==> src/sv/hwcfs_pkg.sv <==
// hwcfs_pkg: shared types and constants for the wall contact force sum block.
// No dependencies.
`default_nettype none
package hwcfs_pkg;
  localparam int COORD_W = 32;
  localparam int HALF_W = 31;
  localparam int STIFF_W = 32;
  localparam int SUM_W = 63;
  localparam int AXES = 3;
  localparam int ROOT_W = 24;
  localparam int RAD_W = 2 * ROOT_W;
  localparam int REM_W = ROOT_W + 2;
  localparam int BITS_PER_CYCLE = 2;
  localparam int ROOT_CYCLES = ROOT_W / BITS_PER_CYCLE;
  localparam int ROOT_CNT_W = $clog2(ROOT_CYCLES);
  localparam int PROD_W = HALF_W + ROOT_W;
  localparam int PHI_W = PROD_W - 32;
  localparam int LO_W = STIFF_W + 32;
  localparam int HI_W = STIFF_W + PHI_W;
  localparam int CFG_IDX_W = 3;
  localparam logic [SUM_W-1:0] SUM_MAX = {SUM_W{1'b1}};

  localparam logic [CFG_IDX_W-1:0] REG_HALF_X = 3'd0;
  localparam logic [CFG_IDX_W-1:0] REG_HALF_Y = 3'd1;
  localparam logic [CFG_IDX_W-1:0] REG_HALF_Z = 3'd2;
  localparam logic [CFG_IDX_W-1:0] REG_RADIUS = 3'd3;
  localparam logic [CFG_IDX_W-1:0] REG_STIFF = 3'd4;
  localparam logic [CFG_IDX_W-1:0] REG_PERIODIC = 3'd5;

  typedef struct packed {
    logic [AXES-1:0][HALF_W-1:0] half;
    logic [HALF_W-1:0] radius;
    logic [STIFF_W-1:0] stiff;
    logic periodic;
  } cfg_t;

  typedef struct packed {
    logic [AXES-1:0][HALF_W-1:0] h;
    logic [AXES-1:0] pos;
    logic last;
  } entry_t;

  typedef struct packed {
    logic valid;
    logic full;
  } q_status_t;
endpackage
`default_nettype wire

==> src/sv/hwcfs_front.sv <==
// hwcfs_front: classifies one vertex into per-axis overlaps.
// Depends on hwcfs_pkg.
`default_nettype none
module hwcfs_front import hwcfs_pkg::*; (
  input  wire cfg_t cfg,
  input  wire logic [COORD_W-1:0] coord_x,
  input  wire logic [COORD_W-1:0] coord_y,
  input  wire logic [COORD_W-1:0] coord_z,
  input  wire logic last_vertex,
  output entry_t entry
);
  logic [AXES-1:0][COORD_W-1:0] c;
  logic [AXES-1:0][COORD_W-1:0] mag;
  logic [AXES-1:0][COORD_W-1:0] gap;
  logic [AXES-1:0][COORD_W-1:0] half;
  logic [COORD_W-1:0] rad;

  assign c[0] = coord_x;
  assign c[1] = coord_y;
  assign c[2] = coord_z;
  assign rad = {1'b0, cfg.radius};

  always_comb begin
    for (int a = 0; a < AXES; a++) begin
      half[a] = {1'b0, cfg.half[a]};
      mag[a] = c[a][COORD_W-1] ? (~c[a] + 32'd1) : c[a];
      gap[a] = (mag[a] >= half[a]) ? (mag[a] - half[a]) : (half[a] - mag[a]);
      entry.pos[a] = !cfg.periodic && (rad > gap[a]);
      entry.h[a] = HALF_W'(rad - gap[a]);
    end
    entry.last = last_vertex;
  end
endmodule
`default_nettype wire

==> config.mk <==
export PLATFORM = sky130hd
export DESIGN_NAME = hwcfs_front
export DESIGN_NICKNAME = d
export VERILOG_FILES = /design/src/sv/hwcfs_pkg.sv /design/src/sv/hwcfs_front.sv
export SDC_FILE = /design/constraint.sdc
export NUM_CORES = 1
export LEC_CHECK = 0
export ABC_AREA = 1
export BUFFER_PORTS_ARGS = -buffer_cell sky130_fd_sc_hd__buf_4
export CELL_PAD_IN_SITES_DETAIL_PLACEMENT = 1
export CELL_PAD_IN_SITES_GLOBAL_PLACEMENT = 1
export CORE_MARGIN = 1
export CORE_UTILIZATION = 26
export DETAILED_ROUTE_END_ITERATION = 7
export PLACE_DENSITY_LB_ADDON = 0.25
export REMOVE_ABC_BUFFERS = 1
export SLEW_MARGIN = 20
export SYNTH_ARGS = -nofsm -noshare
export SYNTH_HDL_FRONTEND = slang
export SYNTH_SLANG_ARGS = --single-unit
==> constraint.sdc <==
create_clock -name vclk -period 16.37
set_input_delay 2.4555 -clock vclk [all_inputs]
set_output_delay 2.4555 -clock vclk [all_outputs]
set_load 0.02 [all_outputs]
# ---- After elaboration in Yosys (flattened, before gate mapping)
# Index checks and enable logic that the tools add are counted.
dict set report op_classes {
  addsub 12
  bitwise 3
  order_cmp 6
  muxes 6
  n_reduce_logical 4
}
# operator count
set ops {}
lappend ops {{2-to-1 mux 32 bit} 6}
lappend ops {{adder 32 x 1 -> 32 bit (second input constant)} 3}
lappend ops {{>= comparator 32 x 31 -> 1 bit} 3}
lappend ops {{> comparator 31 x 32 -> 1 bit} 3}
lappend ops {{inverter 32 bit} 3}
lappend ops {{subtractor 31 x 32 -> 32 bit} 3}
lappend ops {{subtractor 32 x 31 -> 32 bit} 3}
lappend ops {{subtractor 31 bit} 3}
lappend ops {{logical AND 1 bit} 3}
lappend ops {{zero test 1 bit} 1}
dict set report totals {
  wordCells 31
  out_inout_bits 97
  regBits 0
}

# ---- Logic depth before layout (Yosys ltp)
dict set report logic_depth {
  word_depth 7
  mapped_depth 38
}

# ---- Worst setup path before layout
# Ideal clock, no wire load.
dict set report synth_timing {
  path_type {input to output}
  from {in coord_y[0]}
  to {out entry[57] (netlist bit)}
  path_slack_ps 6989
  required_ps 13914
  stages 32
  arrival_time_ps 6925
  n_path_buf 2
  path_cell_list {inv_1 ha_1 nand2_1 nor2_1 nand2_1 nor2_2 nand4_1 nor2_1 nand2_1 o21ai_1 xor2_1 inv_1 ha_1 buf_2 nand2_1 nor2_1 a21boi_1 nor2_1 nor2_4 nand2_4 inv_4 buf_6 nand2_1 nand2_1 fa_1 nand2_1 nand2_1 a21boi_0 o21ai_1 a21boi_0 o21ai_1 xor2_1}
}
# item line_no
set synth_lines {}
lappend synth_lines {{from (decl)} hwcfs_front.sv:7} ;# input wire logic [COORD_W-1:0] coord_y,
lappend synth_lines {{to (decl)} hwcfs_front.sv:10} ;# output entry_t entry

==> load_flow_metrics.sql <==
INSERT INTO impl_metrics (metric_group, metric, value, unit) VALUES
('outcome', 'outcome', 'finished clean', ''),
('sta', 'worst_pin_slew', '759', 'ps'),
('placed_design', 'placed_cells', '5033', ''),
('sta', 'worst_slew_margin_rel', '48.9', '%'),
('floorplanning', 'core', '77700', 'µm²'),
('synthesis', 'synth_area_leader_cell', 'sky130_fd_sc_hd__nand2_1', ''),
('cells_and_area', 'layout.sequential_cells', '0', ''),
('placed_design', 'place_congestion', '0.963', ''),
('sta', 'max_freq', '87.8', 'MHz'),
('worst_setup_path', 'timing.critical_path.slowest_stage_cell', 'sky130_fd_sc_hd__ha_1', ''),
('pwr', 'power_per_cell_area', '110', 'nW/µm²'),
('global_routing', 'gr-usage-all-layers', '23.2', '%'),
('global_routing', 'grt_antenna_before_repair', '2', ''),
('worst_setup_path', 'critical_path.endpoint_type', 'primary output', ''),
('global_routing', 'grt_remaining_overflow', '0', ''),
('floorplanning', 'total_die_area', '80000', 'µm²'),
('pwr', 'p_sw_share', '66.8', '%'),
('pwr', 'cellLeakagePower', '12.8', 'nW'),
('sta', 'timing.final.crit_share', '69.6', '%'),
('cells_and_area', 'layout_common_cells', 'sky130_fd_sc_hd__nand2_1 (959), sky130_fd_sc_hd__inv_1 (593), sky130_fd_sc_hd__nor2_1 (403)', ''),
('clock_network', 'ctsHoldBuffers', '0', ''),
('sta', 'whs', '4910', 'ps'),
('synthesis', 'syn_area_per_cell', '5.48', 'µm²'),
('placed_design', 'place_hpwl', '86700', 'µm'),
('placed_design', 'port_buffers', '317', ''),
('pwr', 'power.share.combinational', '100.0', '%'),
('drt', 'route.vias.total', '24700', ''),
('cells_and_area', 'nNetsFinal', '4540', ''),
('pwr', 'seqPwrFrac', '0', '%'),
('cells_and_area', 'flow.area_growth_from_synthesis', '16.1', '%'),
('worst_hold_path', 'timing.hold.worst_endpoint', 'entry[0]', ''),
('synthesis', 'syn-instance-count', '3739', ''),
('worst_setup_path', 'critical-path-max-stage-delay', '390', 'ps'),
('drt', 'drcViolationCount', '0', ''),
('cells_and_area', 'antenna_cells', '0', ''),
('worst_setup_path', 'crit_type', 'in2out', ''),
('drt', 'drt_wl_total', '96100', 'µm'),
('sta', 'fin_crit', '11390', 'ps'),
('global_routing', 'grt_pass1_wl', '143000', 'µm'),
('cells_and_area', 'layout.cells.non_filler', '5033', ''),
('cells_and_area', 'clock_buffer_instance_count_of_the_final_layout', '0', ''),
('worst_setup_path', 'startpoint_type', 'primary input', ''),
('synthesis', 'share_of_the_yosys_chip_area_belonging_to_registers', '0', '%'),
('worst_setup_path', 'crit_required', '13910', 'ps'),
('cells_and_area', 'filler_cell_count', '10600', ''),
('synthesis', 'synth.top_cell.area_share', '17.6', '%'),
('worst_hold_path', 'hp-class', 'in2out', ''),
('floorplanning', 'start_util', '26.4', '%'),
('global_routing', 'maximum_number_of_pins_on_one_net_before_global_route_repair', '38', ''),
('sta', 'timing_hold_violations_final', '0', ''),
('synthesis', 'yosysWarnings', '0', ''),
('cells_and_area', 'seqCellArea', '0', 'µm²'),
('clock_network', 'cts.repair_timing.setup_buffer_count', '0', ''),
('worst_setup_path', 'worstPathArrival', '8940', 'ps'),
('pwr', 'post-layout-total-power', '2.62', 'mW'),
('clock_network', 'postCtsResizedCells', '0', ''),
('synthesis', 'synth.distinct_cells', '61', ''),
('sta', 'setup_violations', '0', ''),
('floorplanning', 'die_x', '283', 'µm'),
('pwr', 'irDropWorstVdd', '94.0', 'µV'),
('worst_hold_path', 'hold_start', 'last_vertex', ''),
('global_routing', 'number_of_global_route_vias_before_repair', '24500', ''),
('drt', 'post_drt_wl_per_cell', '19.1', 'µm'),
('floorplanning', 'die_h', '283', 'µm'),
('floorplanning', 'io_pins', '351', ''),
('worst_setup_path', 'crit_fanout', '35', ''),
('pwr', 'clock_power_share', '0', '%'),
('pwr', 'switchingPower', '1.75', 'mW'),
('drt', 'initialDrtViolationCount', '1462', ''),
('sta', 'rsz0062_at_grt', 'false', ''),
('cells_and_area', 'final_layout_size_suffix_gt1_share', '10.5', '%');
## kinds of logic after synthesis
logic type	after synthesis	share of synthesized area (%)
AND/OR/NAND/NOR	1661	33.5
AO/OA/AOI/OAI	790	21.8
XOR/XNOR	312	13.3
buffers and inverters	685	13.3
adder cells (fa/ha/maj)	291	18.1
## stage by stage
step                      setup slack, ps  util (%)  cell area (µm²)
after CTS                            5080      30.6            23800
final                                4980      30.6            23800
after global placement               5120      30.6            23800
after floorplan                      6810         -            20100
after detailed placement             5130      30.6            23800
after global routing                 4350      30.6            23800
## power groups by stage
stage          clock network, mW  logic [mW]  registers (mW)
2_1_floorplan                  0        1.56               0
3_3_place_gp                   0        2.59               0
3_5_place_dp                   0        2.60               0
4_1_cts                        0        2.61               0
5_1_grt                        0        2.84               0
6_report                       0        2.62               0
## synth_stat cells, types with 17 or more instances
cell,n
sky130_fd_sc_hd__xor2_1,266
sky130_fd_sc_hd__o21ai_1,44
sky130_fd_sc_hd__a31oi_1,24
sky130_fd_sc_hd__nor3_1,40
sky130_fd_sc_hd__nand4_1,43
sky130_fd_sc_hd__a21o_1,39
sky130_fd_sc_hd__nand2_1,959
sky130_fd_sc_hd__o21a_1,22
sky130_fd_sc_hd__inv_1,593
sky130_fd_sc_hd__nand3_1,127
sky130_fd_sc_hd__o21ai_0,225
sky130_fd_sc_hd__nor2_2,17
sky130_fd_sc_hd__a21boi_0,24
sky130_fd_sc_hd__buf_2,27
sky130_fd_sc_hd__a21oi_1,326
sky130_fd_sc_hd__nor2_1,403
sky130_fd_sc_hd__o211ai_1,19
sky130_fd_sc_hd__nor4_1,17
sky130_fd_sc_hd__o21bai_1,23
sky130_fd_sc_hd__ha_1,282
sky130_fd_sc_hd__xnor2_1,46
sky130_fd_sc_hd__inv_2,25
## how the worst max path moves through the flow
| stage | start | to | slack, ps |
|---|---|---|---|
| finish | coord_y[0] | entry[59] | 4980 |
| global route | coord_y[0] | entry[59] | 4350 |
| CTS | coord_y[0] | entry[57] | 5080 |
| detailed placement | coord_y[0] | entry[57] | 5130 |
| global placement | coord_y[0] | entry[57] | 5120 |
| floorplan | coord_z[0] | entry[87] | 6810 |
## layer usage
layer  wire (µm)  share of wire [%]  GRT usage (%)  vias to the layer above
met3        4970                5.2           1.98                       63
met1       47100                 49           33.0                    11600
met2       42300                 44           38.3                      539
met5           0                  0              0                        -
met4        1770                1.8           3.77                        0
li1            -                  -              -                    12500
## cell type report
class	instances	area, µm²	share of cell area (%)
timing repair buffer	318	2390	10.0
multi-input combinational	3054	17800	74.7
inverter	621	2340	9.83
tap	1040	1300	5.47
## critical path, delay by kind of cell
kind / cells / cell delay [ps]
buffers and inverters: 8 / 1020
XOR/XNOR: 2 / 540
adder cells (fa/ha/maj): 3 / 920
AO/OA/AOI/OAI: 7 / 1830
AND/OR/NAND/NOR: 13 / 2130
No activity file was read; power rests on OpenSTA's default activity.
