<file path="src/sv/hwcfs_pkg.sv">
// hwcfs_pkg: shared types and constants for the wall contact force sum block.
// No dependencies.
`default_nettype none
package hwcfs_pkg;
  localparam int COORD_W = 32;
  localparam int HALF_W = 31;
  localparam int STIFF_W = 32;
  localparam int SUM_W = 63;
  localparam int AXES = 3;
  localparam int ROOT_W = 24;
  localparam int RAD_W = 2 * ROOT_W;
  localparam int REM_W = ROOT_W + 2;
  localparam int BITS_PER_CYCLE = 2;
  localparam int ROOT_CYCLES = ROOT_W / BITS_PER_CYCLE;
  localparam int ROOT_CNT_W = $clog2(ROOT_CYCLES);
  localparam int PROD_W = HALF_W + ROOT_W;
  localparam int PHI_W = PROD_W - 32;
  localparam int LO_W = STIFF_W + 32;
  localparam int HI_W = STIFF_W + PHI_W;
  localparam int CFG_IDX_W = 3;
  localparam logic [SUM_W-1:0] SUM_MAX = {SUM_W{1'b1}};

  localparam logic [CFG_IDX_W-1:0] REG_HALF_X = 3'd0;
  localparam logic [CFG_IDX_W-1:0] REG_HALF_Y = 3'd1;
  localparam logic [CFG_IDX_W-1:0] REG_HALF_Z = 3'd2;
  localparam logic [CFG_IDX_W-1:0] REG_RADIUS = 3'd3;
  localparam logic [CFG_IDX_W-1:0] REG_STIFF = 3'd4;
  localparam logic [CFG_IDX_W-1:0] REG_PERIODIC = 3'd5;

  typedef struct packed {
    logic [AXES-1:0][HALF_W-1:0] half;
    logic [HALF_W-1:0] radius;
    logic [STIFF_W-1:0] stiff;
    logic periodic;
  } cfg_t;

  typedef struct packed {
    logic [AXES-1:0][HALF_W-1:0] h;
    logic [AXES-1:0] pos;
    logic last;
  } entry_t;

  typedef struct packed {
    logic valid;
    logic full;
  } q_status_t;
endpackage
`default_nettype wire

</file>
<file path="src/sv/hwcfs_queue.sv">
// hwcfs_queue: two-entry queue between classifier and sequencer.
// Depends on hwcfs_pkg.
`default_nettype none
module hwcfs_queue import hwcfs_pkg::*; (
  input  wire logic clk,
  input  wire logic rst,
  input  wire logic push,
  input  wire entry_t push_data,
  input  wire logic pop,
  output entry_t pop_data,
  output q_status_t status
);
  entry_t slot [2];
  logic wr_ptr, rd_ptr;
  logic [1:0] count;

  assign pop_data = slot[rd_ptr];
  assign status.valid = count != 2'd0;
  assign status.full = count == 2'd2;

  always_ff @(posedge clk) begin
    if (push) slot[wr_ptr] <= push_data;
    if (rst) begin
      wr_ptr <= 1'b0;
      rd_ptr <= 1'b0;
      count <= 2'd0;
    end else begin
      if (push) wr_ptr <= !wr_ptr;
      if (pop) rd_ptr <= !rd_ptr;
      count <= count + 2'(push) - 2'(pop);
    end
  end
endmodule
`default_nettype wire

</file>
<file path="config.mk">
export PLATFORM = sky130hd
export DESIGN_NAME = hwcfs_queue
export DESIGN_NICKNAME = d
export VERILOG_FILES = /design/src/sv/hwcfs_pkg.sv /design/src/sv/hwcfs_queue.sv
export SDC_FILE = /design/constraint.sdc
export NUM_CORES = 1
export LEC_CHECK = 0
export ABC_CLOCK_PERIOD_IN_PS = 8400
export BUFFER_PORTS_ARGS = -buffer_cell sky130_fd_sc_hd__buf_2
export CAP_MARGIN = 10
export CELL_PAD_IN_SITES_DETAIL_PLACEMENT = 0
export CELL_PAD_IN_SITES_GLOBAL_PLACEMENT = 1
export CORE_UTILIZATION = 30
export CTS_CLUSTER_SIZE = 40
export DETAILED_ROUTE_END_ITERATION = 10
export PLACE_DENSITY = 0.7
export SYNTH_ARGS = -nofsm -noshare
export SYNTH_HDL_FRONTEND = slang
export SYNTH_SLANG_ARGS = --single-unit
</file>
<file path="constraint.sdc">
create_clock -name clk -period 8.4 [get_ports clk]
set_input_delay 1.68 -clock clk [delete_from_list [all_inputs] [get_ports clk]]
set_output_delay 1.68 -clock clk [all_outputs]
set_load 0.02 [all_outputs]
</file>
---- Yosys cells after proc, flatten, opt, wreduce, memory -nomap -nowiden ----
Memories as Yosys holds them, arrays and structs flattened. A register that Yosys moved wholly into a read port is not among the register bits.
Cells that the tools add are included.
word-level totals
  word-level logic and storage cells ...... 14
  register bits ........................... 4
  bits in writable memories ............... 194
  ROM bits ................................ 0
  memories kept ........................... 1
  latch bits .............................. 0
memories
  name  words  bits a word  rd ports  clocked after memory_dff  write ports  RTL line           text
  slot  2      97           1         1                         1            hwcfs_queue.sv:13  entry_t slot [2];
cells by class
  bitwise logic cells ..................... 0
  shift operators ......................... 0
  eq/ne operators ......................... 1
  muxes and demuxes ....................... 4
  multipliers ............................. 0
  divide/modulo/power cells ............... 0
  add/subtract/negate cells ............... 2
  $lt $le $gt $ge ......................... 0
  reduce and logical (&&, ||, !) cells .... 3
operators with widths
  cell                                         count
  two-way mux 1 bit                            4
  adder 2 x 1 -> 2 bit                         1
  equality test 2 bit (second input constant)  1
  logical NOT 1 bit                            2
  nonzero test 2 bit                           1
  subtractor 2 x 1 -> 2 bit                    1

---- Logic depth before layout (Yosys ltp) ----
Gate-level depths: netlist (run 1).
  word-level depth ........................ 3
  mapped depth ............................ 6

---- Least setup slack after synthesis (run 1) ----
OpenSTA, ideal clock, no wires.
  kind .................................... input -> register
  from .................................... in push
  to ...................................... mem slot[0][0] in the netlist's numbering (enable)
  stages on the path ...................... 1
  data arrival time ....................... 5904 ps
  slack ................................... 1931 ps
  cells stage by stage .................... nor2b_1
on the way
  cells in the longest elaborated chain, start to end .. 2
RTL lines
  what                                     RTL line           text
  start, declared                          hwcfs_queue.sv:7   input wire logic push,
  two-way mux 1 bit                        hwcfs_queue.sv:22  if (push) slot[wr_ptr] <= push_data;
  two-way mux 1 bit (implied by the code)  hwcfs_queue.sv:22
  end, declared                            hwcfs_queue.sv:13
Every way passes these cells.

==> results.toml, run 1 <==
[route]
wirelength_um = 13880
vias = 3662
viasPerCell = 4.229
wire_per_inst_um = 16.02
drc = 0
first_iter_violations = 162
ant_nets = 0
drt_pass1_iterations = 4

[synthesis]
synth_ff_type = "edfxtp_1"
synth_compound_area_share_pct = 0
syn_area_sq_um = 7336
synthAdderAreaFrac_pct = 0.3411
synth-seq-area-share_pct = 80.78
synthMuxAreaShare_pct = 16.43
yosys.area.top_type = "edfxtp_1"
synth.avg_cell_area_sq_um = 22.71
synth_top_family_by_area = "multiplexers"
synthXorXnorAreaFrac_pct = 0.5458
post-synth-top-count-cell = "edfxtp_1"
ys_async_sr_fraction_pct = 0
synth.distinct_cells = 14
yosys.area_share.simple_pct = 0.6311
ys_warn_count = 0
syn_nets = 426
netlist_top_cells_count = "194 x edfxtp_1, 67 x mux2_2, 30 x mux2_4"
syn_inst = 323
netlist_top_cells_area = "edfxtp_1 79%, mux2_2 10%, mux2_4 6.1%, dfxtp_1 1.4%, buf_6 0.77%"
synth_top_area_share_pct = 79.41
synth_edf_count = 194
ys_seq_elements = 199

[layout]
multi_input_area_sq_um = 1326
drive_gt1_share_pct = 61.17
final_net_count = 637
fillCellCount = 2200
seq_area_sq_um = 5929
syn_to_final_growth_pct = 26.59

[clock_tree]
root_buffer = "clkbuf_16"
cts_max_path_buffers = 2
clk_latency_ps = 420
clock_sinks = 199
clk_pin_slew_ps = 70
numCtsBuffers = 17
cts_hold_buf = 0
cts_setup_buffers = 0
tritoncts = "built"
h-tree-depth = 4
cts_resized = 0

[worst_setup_path]
cp.arrival_ps = 2610
crit_required_ps = 6720
endpoint_kind = "primary output"
crit_fanout = 57
setup.worst_path.start_class = "flop"
crit_type = "flop to primary output"

[global_route]
antenna_found_initial = 2
gr-total-overflow = 0
grt_pass1_wl_um = 20660
first_global_vias = 3956
grt_max_degree = 58
track_usage_pct = 11.25

[die]
start_util_pct = 30.88
core_sq_um = 23750
ios = 200
rows = 56
die_w_um = 158.4
die_h_um = 158.4
die_area_sq_um = 25080

[timing]
worst_pin_slew_ps = 872.9
hold_viol = 0
rsz0062_at_grt = "no"
fin_setup_tns_ps = 0
fin_crit_ps = 4287
setup_viol_count_final = 0
min_period_over_period_pct = 51.04
slew_headroom_pct = 41.81
clock.fmax_mhz = 233.3
fin_skew_ps = 6.574
report.final.slew_viol_count = 0

[hold_path]
hold_path.class = "flop to flop"

[pwr]
p_per_area_nw_per_um2 = 247.2
power.leakage_uw = 0.003501
power_uw = 2295
irDropWorstVdd_v = 0.0001043

[run_status]
status = "finished clean"

[run]
maxCapViolCount = 0

[place]
portBuffers = 199
dpl.hpwl_um = 9267
place.gp.congestion = 0.7004
## path summary, 6_finish.rpt
kind,start,endpoint,slack (ps),cells after the start
hold / removal,rd_ptr$_SDFFE_PP0P_,flop,520,2
setup / recovery,flop,pop_data[51],4110,3
setup reg to reg,wr_ptr$_SDFFE_PP0P_,slot[0][15]$_DFFE_PP_,6260,3
hold reg to reg,rd_ptr$_SDFFE_PP0P_,flop,520,2
## registers in the layout, summed over array words and instances (netlist names), named ones only
name,cells
count,2
slot,194
rd_ptr,1
wr_ptr,1
## cell usage in the layout, fill, tap and decap left out
cell,instances
xnor2_1,2
mux2_4,30
buf_4,4
dfxtp_4,1
edfxtp_1,194
nor2b_1,2
clkinv_1,1
inv_1,2
inv_8,1
clkinv_2,3
ha_1,2
diode_2,1
xnor3_1,1
bufinv_16,3
or2_2,1
clkinvlp_4,2
nor2_1,4
nor2b_4,1
clkbuf_16,17
buf_2,199
and2_4,1
mux2_2,67
dfxtp_1,4
inv_6,4
## metrics by stage
step	instance area (sq um)	hold WS [ps]	setup WS (ps)	utilization, %	instances
after floorplan	7336	479.9	1931	-	323
after global placement	8688	491.1	4560	36.58	834
after detailed placement	8688	502.7	4516	36.58	834
after CTS	9284	522.2	4018	39.09	865
after global routing	9284	584.6	3937	39.09	865
final	9286	519.7	4113	39.10	866
## area by class of cell
type | instances | area share [%]
Sequential cell | 199 | 63.85
Multi-Input combinational cell | 111 | 14.28
Timing Repair Buffer | 203 | 11.05
Clock buffer | 17 | 4.581
Tap cell | 319 | 4.298
Clock inverter | 14 | 1.832
Inverter | 2 | 0.08084
Antenna cell | 1 | 0.02695
## per-layer routing
metal	GRT usage [%]	wire length, um
met5	0	13
met1	13.15	5987
met2	18.61	6653
met3	4.872	1105
met4	3.434	114
## logic make-up (layout without fill, tap and decap cells)
kind of cell,count (synthesis),count (layout)
adders and majority gates,2,2
buffers and inverters,13,236
and+or+nand+nor,9,9
muxes,97,97
other,0,1
DFF,199,199
xor gates and xnor gates,3,3
## critical path: stages (launching register included)
cell and delay [ps]:
dfxtp_4 920, buf_4 640, mux2_2 410, buf_2 160
## power breakdown
group	internal (uW)	switching, uW
clock network	471	357
logic	123	159
registers	1160	26.9
total	1750	543
Note: power is estimated with default switching activity, not from simulation.
==> run 2, diff against run 1 <==
- ABC_CLOCK_PERIOD_IN_PS: 8400 -> 3600
- PLACE_DENSITY: 0.7 -> 0.72
- clock period: 8.4 -> 3.6 ns (I/O delays scaled with it)
==> results.toml, run 2 (same netlist as run 1, synthesis figures left out) <==
[timing]
fin_setup_tns_ps = 0
slew_headroom_pct = 55.13
fin_crit_ps = 2596
setup_viol_count_final = 0
min_period_over_period_pct = 72.12
fin_skew_ps = 6.210
rsz0062_at_grt = "no"
clock.fmax_mhz = 385.1
hold_viol = 0
report.final.slew_viol_count = 0
worst_pin_slew_ps = 673.1

[layout]
syn_to_final_growth_pct = 27.14
drive_gt1_share_pct = 60.88
fillCellCount = 2161
post-route-util_pct = 39.26
antenna_cells = 0
reg.largest.list = "slot: 194 flops, count: 2 flops"
layout_common_cells = "199 x buf_2, 194 x edfxtp_1, 67 x mux2_2"
largest_reg_flops = 194
final_net_count = 637
fin_cells = 866
layout_commonest_cell = "buf_2"
regMostFlops = "slot"

[clock_tree]
cts_resized = 0
numCtsBuffers = 17
clock_sinks = 199
tritoncts = "built"
clk_latency_ps = 420
cts_max_path_buffers = 2
h-tree-depth = 4
cts_hold_buf = 0
root_buffer = "clkbuf_16"
cts_setup_buffers = 0
clk_pin_slew_ps = 70

[global_route]
grt_max_degree = 98
track_usage_pct = 11.10
gr-total-overflow = 0
first_global_vias = 3796
antenna_found_initial = 0
grt_pass1_wl_um = 20330

[worst_setup_path]
r2r-start = "wr_ptr$_SDFFE_PP0P_"
cp.arrival_ps = 1880
endpoint_kind = "primary output"
path_cells = "buf_4, mux2_2, buf_2"
setup.worst_path.start_class = "flop"
max_stage_delay_ps = 480
cp_num_buf_inv = 2
crit_type = "flop to primary output"
crit_required_ps = 2880
slowest_stage = "buf_4"
critPathTopFamily = "buffers and inverters"
crit_fanout = 44

[route]
first_iter_violations = 175
vias = 3658
viasPerCell = 4.224
ant_nets = 0
wire_per_inst_um = 16.05
drc = 0
drt_pass1_iterations = 4
wirelength_um = 13900

[die]
die_w_um = 158.4
rows = 56
core_sq_um = 23750
start_util_pct = 30.88
die_area_sq_um = 25080
die_h_um = 158.4
ios = 200

[hold_path]
hold_start = "push_data[45]"
hold_path.class = "input pin to flop"

[run]
maxCapViolCount = 0

[run_status]
status = "finished clean"

[pwr]
power.leakage_uw = 0.003506
irDropWorstVdd_v = 0.0003365
p_per_area_nw_per_um2 = 576.7
power_uw = 5378

[place]
place.gp.congestion = 0.7180
portBuffers = 199
place_inst = 834
dpl.hpwl_um = 9182
[run 2: cell types whose count changed in the layout (fill, tap and decap cells not counted)]
cell,previous run,this run
clkinv_2,3,1
buf_4,4,1
clkbuf_1,0,2
buf_12,0,3
clkinvlp_4,2,3
diode_2,1,0
[run 2: cell type report]
class,instances,area [sq um],area share [%]
tap,319,399.1,4.280
clock buffer,19,432.9,4.642
inverter,2,7.507,0.08049
multi-input combinational,111,1326,14.22
sequential,199,5929,63.58
timing repair buffer,203,1064,11.40
clock inverter,13,167.7,1.798
[run 2: final timing paths]
kind                            to  slack [ps]  cells past startpoint
max                   pop_data[13]        1000                      3
min          slot[0][45]$_DFFE_PP_         490                      1
max reg2reg  slot[1][54]$_DFFE_PP_        1830                      2
min reg2reg    rd_ptr$_SDFFE_PP0P_         530                      2
[run 2: through the flow]
step | worst slack, ps | area (sq um) | hold WS (ps)
2_1_floorplan | 181.0 | 7343 | 479.9
3_3_place_gp | 1419 | 8726 | 492.3
5_1_grt | 896.4 | 9326 | 459.9
6_report | 1004 | 9326 | 486.0
4_1_cts | 954.3 | 9326 | 455.4
3_5_place_dp | 1359 | 8726 | 514.6
[run 2: metal layers]
| layer | global-route usage (%) | vias up | wire, um |
|---|---|---|---|
| met5 | 0 | - | 0 |
| met4 | 3.434 | 0 | 117 |
| met3 | 4.246 | 8 | 1028 |
| met2 | 18.84 | 129 | 6850 |
| met1 | 12.93 | 1827 | 5903 |
| li1 | - | 1694 | - |
[run 2: report_power, final]
| part | switching, uW | internal, uW |
|---|---|---|
| Combinational | 404 | 296 |
| Clock | 835 | 1110 |
| Sequential | 35.3 | 2700 |
| Total | 1270 | 4100 |
==> run 3, diff against run 2 <==
- ABC_CLOCK_PERIOD_IN_PS: 3600 -> 2100
- clock period: 3.6 -> 2.1 ns (I/O delays scaled with it)
==> results.toml, run 3 (same netlist as run 1, synthesis figures left out) <==
[clock_tree]
root_buffer = "clkbuf_16"
clk_latency_ps = 410
cts_max_path_buffers = 2
numCtsBuffers = 17
clock_sinks = 199
clk_pin_slew_ps = 70
h-tree-depth = 4
cts_hold_buf = 0
tritoncts = "built"

[timing]
fin_crit_ps = 2047
report.final.slew_viol_count = 0
holdWs_ps = 183.6
rsz0062_at_grt = "yes"
slew_headroom_pct = 62.92
fin_skew_ps = 6.179
postLayoutSetupSlackWorst_ps = 53.42
fin_setup_tns_ps = 0
hold_viol = 0
setup_viol_count_final = 0
clock.fmax_mhz = 488.6
worst_pin_slew_ps = 556.2
min_period_over_period_pct = 97.46

[layout]
antenna_cells = 0
regMostFlops = "slot"
final_net_count = 651
syn_to_final_growth_pct = 31.42
drive_gt1_share_pct = 62.03
layout_common_cells = "196 x buf_2, 194 x edfxtp_1, 57 x mux2_2"
fillCellCount = 2132
reg.largest.list = "slot: 194 flops, count: 2 flops"
largest_reg_flops = 194
layout_commonest_cell = "buf_2"
post-route-util_pct = 40.59

[global_route]
grt_pass1_wl_um = 19370
grt_max_degree = 98
antenna_found_initial = 1
gr-total-overflow = 0
track_usage_pct = 10.45
first_global_vias = 3863

[die]
rows = 56
die_area_sq_um = 25080
die_w_um = 158.4
start_util_pct = 30.88
core_sq_um = 23750
die_h_um = 158.4
ios = 200

[worst_setup_path]
setup.worst_path.start_class = "flop"
cp.arrival_ps = 1630
r2r_slack_ps = 670
crit_fanout = 6
endpoint_kind = "primary output"
crit_type = "flop to primary output"
crit_required_ps = 1680

[run_status]
status = "finished clean"

[pwr]
power.leakage_uw = 0.003681
irDropWorstVdd_v = 0.0004196
p_per_area_nw_per_um2 = 972.6

[place]
place.gp.congestion = 0.7030
pre_cts_ws_ps = 290.6
portBuffers = 199
dpl.hpwl_um = 8680

[route]
wirelength_um = 14750
first_iter_violations = 158
vias = 3723
wire_per_inst_um = 16.76
drc = 0
viasPerCell = 4.231
drt_pass1_iterations = 4
ant_nets = 0

[hold_path]
hold_path.class = "input pin to flop"

[run]
maxCapViolCount = 0
## run 3: cell count changes in the layout (fill, tap and decap cells not counted), sizes merged
| cell | change |
|---|---|
| clkinvlp | -1 |
| inv | -1 |
| clkbuf | +4 |
| clkinv | +3 |
| buf | +9 |
## run 3: area by class of cell
type	instances	area (sq um)	share of cell area (%)
clock buffer	18	429.2	4.452
clock inverter	14	172.7	1.791
inverter	2	7.507	0.07787
multi-input combinational	111	1364	14.15
sequential	199	5929	61.51
tap	319	399.1	4.140
timing repair buffer	217	1339	13.89
## run 3: per-layer routing
metal	vias up	routed length [um]	GRT usage (%)
li1	1725	-	-
met1	1865	5899	10.90
met2	120	7622	18.69
met3	11	1085	4.464
met4	2	127	3.571
met5	-	13	0
## run 3: path summary, 6_finish.rpt
path,startpoint,to,cells after the start
hold reg to reg,rd_ptr$_SDFFE_PP0P_,rd_ptr$_SDFFE_PP0P_,2
hold / removal,push_data[12],slot[1][12]$_DFFE_PP_,1
setup / recovery,flop,pop_data[39],4
setup reg to reg,wr_ptr$_SDFFE_PP0P_,slot[1][60]$_DFFE_PP_,2
## run 3: through the flow
step | power [uW] | instances | cell area (sq um)
6_report | 9376 | 880 | 9641
4_1_cts | 9409 | 869 | 9435
5_1_grt | 9753 | 880 | 9641
3_5_place_dp | 6002 | 835 | 8758
3_3_place_gp | 5962 | 835 | 8758
2_1_floorplan | 5563 | 323 | 7345
## run 3: worst max-delay path: stages, from the launching register on
cell and delay (ps):
dfxtp_4 360, buf_6 170, clkbuf_16 180, mux2_2 330, buf_2 160
## run 3: what timing repair did
action                                 in CTS  in global routing
gates cloned                                0                  8
setup endpoints to repair                  84                 84
endpoints found under the hold margin       0                  0
setup buffers                               2                  3
resized for setup                          15                  6
## run 3: where the power goes
| group | leakage (uW) | total (uW) | internal (uW) | switching, uW |
|---|---|---|---|---|
| Combinational | 0.00153 | 1340 | 612 | 728 |
| Sequential | 0.00186 | 4690 | 4630 | 61.9 |
| Clock | 0.000292 | 3340 | 1890 | 1450 |
| Total | 0.00368 | 9380 | 7140 | 2240 |
